## src/hdl/lzmv_pkg.sv

```systemverilog
`timescale 1ns / 1ps
// shared types and constants for the marker/varint lz decoder
// no dependencies

package lzmv_pkg;

	localparam int WINDOW_SIZE = 4096;
	localparam int MAX_COPY    = 64;

	localparam int AW    = $clog2(WINDOW_SIZE);
	localparam int WC_W  = $clog2(WINDOW_SIZE) + 1;
	localparam int CNT_W = $clog2(MAX_COPY + 1);
	localparam int ACC_W = 32;

	localparam logic [7:0]       VAR_MASK   = 8'h7f;
	localparam int               COPY_BIAS  = 3;
	localparam logic [ACC_W-1:0] LEN_LIMIT  = ACC_W'(MAX_COPY - COPY_BIAS);
	localparam logic [ACC_W-1:0] SAT_LIMIT  = {ACC_W{1'b1}} >> 7;

	localparam logic [1:0] ST_OK    = 2'd0;
	localparam logic [1:0] ST_TRUNC = 2'd1;
	localparam logic [1:0] ST_RANGE = 2'd2;
	localparam logic [1:0] ST_LONG  = 2'd3;

	typedef enum logic [2:0] {
		PH_HEAD      = 3'd0,
		PH_LIT1      = 3'd1,
		PH_BODY      = 3'd2,
		PH_OFF       = 3'd3,
		PH_LEN       = 3'd4,
		PH_ERR_TRUNC = 3'd5,
		PH_ERR_RANGE = 3'd6,
		PH_ERR_LONG  = 3'd7
	} phase_t;

	typedef enum logic [1:0] {
		S_IDLE,
		S_DECODE,
		S_READ,
		S_COPY
	} seq_t;

	// result of one varint step
	typedef struct packed {
		logic [ACC_W-1:0] acc_next;
		logic             more;
		logic             is_zero;
		logic             over;
	} vres_t;

endpackage

```

## src/hdl/lzmv_varint_unit.sv

```systemverilog
`timescale 1ns / 1ps
// shared varint step: shift-accumulate with saturation and limit compare
// depends on lzmv_pkg

module lzmv_varint_unit
	import lzmv_pkg::*;
(
	input  logic [ACC_W-1:0] acc,
	input  logic [7:0]       byte_in,
	input  logic [ACC_W-1:0] limit,
	output vres_t            res
);

	logic [ACC_W-1:0] nxt;

	always_comb begin
		if (acc > SAT_LIMIT) begin
			nxt = {ACC_W{1'b1}};
		end else begin
			nxt = {acc[ACC_W-8:0], 7'b0} | ACC_W'(byte_in & VAR_MASK);
		end
		res.acc_next = nxt;
		res.more     = byte_in[7];
		res.is_zero  = (nxt == '0);
		res.over     = (nxt > limit);
	end

endmodule

```

## config.mk

```make
export PLATFORM = sky130hd
export DESIGN_NAME = lzmv_varint_unit
export DESIGN_NICKNAME = d
export VERILOG_FILES = /design/src/hdl/lzmv_pkg.sv /design/src/hdl/lzmv_varint_unit.sv
export SDC_FILE = /design/constraint.sdc
export NUM_CORES = 1
export LEC_CHECK = 0
export BUFFER_PORTS_ARGS = -buffer_cell sky130_fd_sc_hd__buf_2
export CAP_MARGIN = 15
export CORE_MARGIN = 5
export CORE_UTILIZATION = 39
export DETAILED_ROUTE_END_ITERATION = 8
export PLACE_DENSITY = 0.88
export SKIP_LAST_GASP = 1
export SLEW_MARGIN = 20
export SYNTH_ARGS = -nofsm -noshare
export SYNTH_HDL_FRONTEND = slang
export SYNTH_SLANG_ARGS = --single-unit
export TNS_END_PERCENT = 1
```

## constraint.sdc

```tcl
create_clock -name vclk -period 4.4
set_clock_uncertainty 0.2 [all_clocks]
set_input_delay 0.66 -clock vclk [all_inputs]
set_output_delay 0.66 -clock vclk [all_outputs]
set_load 0.01 [all_outputs]
```

# Word-level counts from Yosys, hierarchy flattened
# Index checks and enable logic that the tools add are counted.
# W data, S select, Z words.
# word_totals
in_bits,72
register_bits,0
elab_cells,5
output_inout_bits,35
# classes
bitwise,1
muxes,1
n_reduce_logical,1
order_cmp,2
# op_table
operator,count
$gt A32 B25 Y1 const B,1
$gt A32 B32 Y1,1
$logic_not A32 Y1,1
$mux W32,1
$or A32 B7 Y32,1

# Depth between registers and ports, before layout
# logic_depth
depth_word,3
depth_mapped,10
depth_no_buf,9

# Least setup slack after synthesis
# No wires, ideal clock.
# synth_timing
path_kind,input -> output
start,in acc[26]
end,out res[0] (netlist name)
t_required_ps,3540
path_slack_ps,720
arrival_ps,2820
path_stages,10
cell_sequence,nor4_1 > nand2_1 > clkbuf_1 > or2_2 > ha_1 > a21oi_1 > o21ai_1 > a221o_1 > a2111oi_2 > a21oi_1
# synth_rtl
item,line_no,rtl
"start, declared",lzmv_varint_unit.sv:8,"input logic [ACC_W-1:0] acc,"
"end, declared",lzmv_varint_unit.sv:11,output vres_t res

==> results.txt <==
- The setup path with the least slack is of type in -> out.
* Max capacitance violation total: 0
- Mux cell area share after synthesis: 0%
- Total power density per cell area: 50.6 nW/um2
- The startpoint identified for the worst hold timing path is byte_in[7].
* Req. time, crit path: 3.54 ns
- STA classifies the critical path startpoint as an input port.
* Slew @ Worst Pin: 0.422 ns
- Minimum clock period: 4.02 ns
* Count of different cell masters after synthesis: 23
* Syn avg cell area: 6.81 um2
* Endpoint type of the worst setup path: primary output
- For this configuration, the core starts out at a cell density of 40.4%.
- The worst pin sits at a relative slew slack of 71.5%.
- Final Max Slew Viols: 0
* Die Footprint: 3990 um2
- # DRC: 0
- Pin count of the biggest net entering global routing: 33
- Cell at the slowest stage of the critical path: a221o_1
- Die span in y: 63.2 um
- Highest attainable clock frequency: 0.249 GHz
- The first TritonRoute pass finished after 4 iterations.
- The cell count after synthesis came out at 162.
- Routability-driven placement finished with a final weighted congestion of 0.835.
* Boundary pin count: 107
- Total nets after synthesis: 266
* Number of nets at the end of the flow: 370
* Antenna violations before repair: 0
* Setup violations, final: 0
* Core area: 2730 um2
- Dominant combinational cell family by area after synthesis: simple AND/OR/NAND/NOR gates
- The critical path goes through buf_2 > nor4_1 > nand2_1 > buf_4 > or2_2 > ha_1 > a21oi_1 > o21ai_1 > a221o_1 > a2111oi_2 > a21oi_1 > buf_2.
- Of the available clock period, the critical path in the final layout requires 91.4%.
* Pre-CTS WS: 0.365 ns
- The finished layout holds 295 standard cells, fillers aside.
- Of all nets on the critical path, the largest fanout is 32.
* Worst EP arrival: 3.16 ns
* FF/Latch Area: 0 um2
- Number of instances on the worst hold path: 0
- Layout Utilization: 60.6%
* Hold violation total from the final report: 0
* Delay of the slowest critical-path stage: 0.37 ns
* Final hold slack: 1.12 ns
- After the first detailed-routing iteration, the DRC count stood at 23.
- Xor-xnor portion of the synthesized cell area: 0%
* Number of gates resized after CTS: 0
* Syn Std Cell Area: 1100 um2
- After detailed routing, the number of vias per cell comes to 4.98.
* Antenna diode count: 0
- In the final timing run, aggregate negative setup slack is 0 ns.
- Std cell rows: 19
* Final wirelength: 3660 um
- Once placement completed, the tool counted placed cells totaling 295.
* Area grow syn2layout: 50.1%
- The design has 0 sequential cells.
- Number of buffers inserted by post-CTS setup repair: 0
- Routed via count: 1,468
- The number of global-route vias before repair came to 1,562.
- Share of synthesized cell area in full adder, half adder and majority cells: 36.3%
- First-pass GRT wire length: 6270 um
* Min-Delay Path Class: in -> out
* GRT overflow: 0
* Quantity of I/O buffers inserted on ports: 105
- Global routing used 18.0% of the available tracks across all layers.
- Fraction of the mapped netlist area in compound gates: 14.1%
- Chip width: 63.2 um
* Peak supply drop: 33.1 uV
* Half-perimeter wire length of the detailed placement result: 3400 um
* Share of synthesized cell area in and, or, nand and nor gates: 37.1%
- Number of clock-tree buffers in the layout: 0
* Remaining antenna violation count: 0
* Worst setup margin: 0.377 ns
- For this design, the CTS-stage hold fixing added 0 buffers.
- Yosys printed 0 warnings.
- Outcome: completed
- Ratio of cells with drive above 1 in the final layout: 52.3%
- After detailed routing, the average wire length per cell comes to 12.4 um.
- Sequential share of the synthesized area: 0%
- Setup repair after global routing left no endpoint under its margin.
- Worst Hold Path EP: res[2]
- In this run the static leakage power is 0.871 nW.
==> where the power goes <==
part | leakage, nW | total [W] | switching [W] | internal, W
Combinational | 0.871 | 0.0000839 | 0.0000387 | 0.0000452
Sequential | 0 | 0 | 0 | 0
Clock | 0 | 0 | 0 | 0
Total | 0.871 | 0.0000839 | 0.0000387 | 0.0000452
==> how the worst max path moves through the flow <==
| stage | end | start | depth (start not counted) | slack, ns |
|---|---|---|---|---|
| floorplan | res[0] | acc[26] | 10 | 0.72 |
| global placement | res[0] | acc[26] | 12 | 0.44 |
| detailed placement | res[0] | acc[26] | 12 | 0.36 |
| CTS | res[0] | acc[26] | 12 | 0.36 |
| global route | res[0] | acc[26] | 12 | 0.13 |
| finish | res[0] | acc[26] | 12 | 0.38 |
==> Yosys cell counts <==
cell / instances / share of area, %
a2111oi_2: 1 / 1.4
a21boi_0: 2 / 1.4
a21o_1: 2 / 1.4
a21oi_1: 13 / 5.9
a221o_1: 2 / 1.8
and4_1: 2 / 1.6
buf_4: 1 / 0.68
clkbuf_1: 3 / 1.0
ha_1: 32 / 36
inv_1: 32 / 11
nand2_1: 7 / 2.4
nand3_1: 5 / 2.3
nand4_1: 7 / 4.0
nor2_1: 4 / 1.4
nor2b_1: 1 / 0.57
nor3_1: 3 / 1.4
nor4_1: 9 / 5.1
nor4bb_1: 1 / 0.91
o211ai_1: 1 / 0.68
o21ai_0: 1 / 0.45
o21ai_1: 1 / 0.45
o31ai_1: 1 / 0.68
or2_2: 31 / 18
==> through the flow <==
stage	power [W]	area [um2]
global route	0.0000967	1660
detailed placement	0.0000839	1660
floorplan	0.0000397	1100
CTS	0.0000845	1660
global placement	0.0000813	1660
finish	0.0000839	1660
==> layout make-up <==
cell class	count	area, um2
fill	289	1080
timing repair buffer	106	533
inverter	32	120
tap	31	38.8
multi-input combinational	126	965
==> cell usage in the layout (no fill, tap or decap) <==
cell,instances
buf_2,105
inv_1,32
ha_1,32
or2_2,31
a21oi_1,13
nor4_1,9
nand2_1,7
nand4_1,7
nand3_1,5
nor2_1,4
nor3_1,3
a221o_1,2
a21o_1,2
a21boi_0,2
and4_1,2
o21ai_0,1
nor2b_1,1
o211ai_1,1
nor4bb_1,1
o31ai_1,1
o21ai_1,1
a2111oi_2,1
buf_4,1
==> cell families (layout without fill, tap and decap cells) <==
logic type,count (synthesis),in the layout
AND/OR/NAND/NOR,70,70
AO/OA/AOI/OAI,24,24
adder cells (fa/ha/maj),32,32
buffers and inverters,36,138
==> layer usage <==
| metal | wire [um] | GRT usage (%) | share of wire [%] |
|---|---|---|---|
| met5 | 0 | 0 | 0 |
| met4 | 59 | 3.38 | 1.6 |
| met3 | 321 | 3.20 | 8.8 |
| met2 | 1880 | 35.8 | 51 |
| met1 | 1410 | 19.4 | 38 |
==> critical path: cells and delay by family <==
| kind | cells | cell delay, ns |
|---|---|---|
| simple gates | 3 | 0.65 |
| fa+ha+maj | 1 | 0.31 |
| compound gates | 5 | 1.07 |
| buf+inv | 3 | 0.46 |
(Power assumes the default switching activity.)
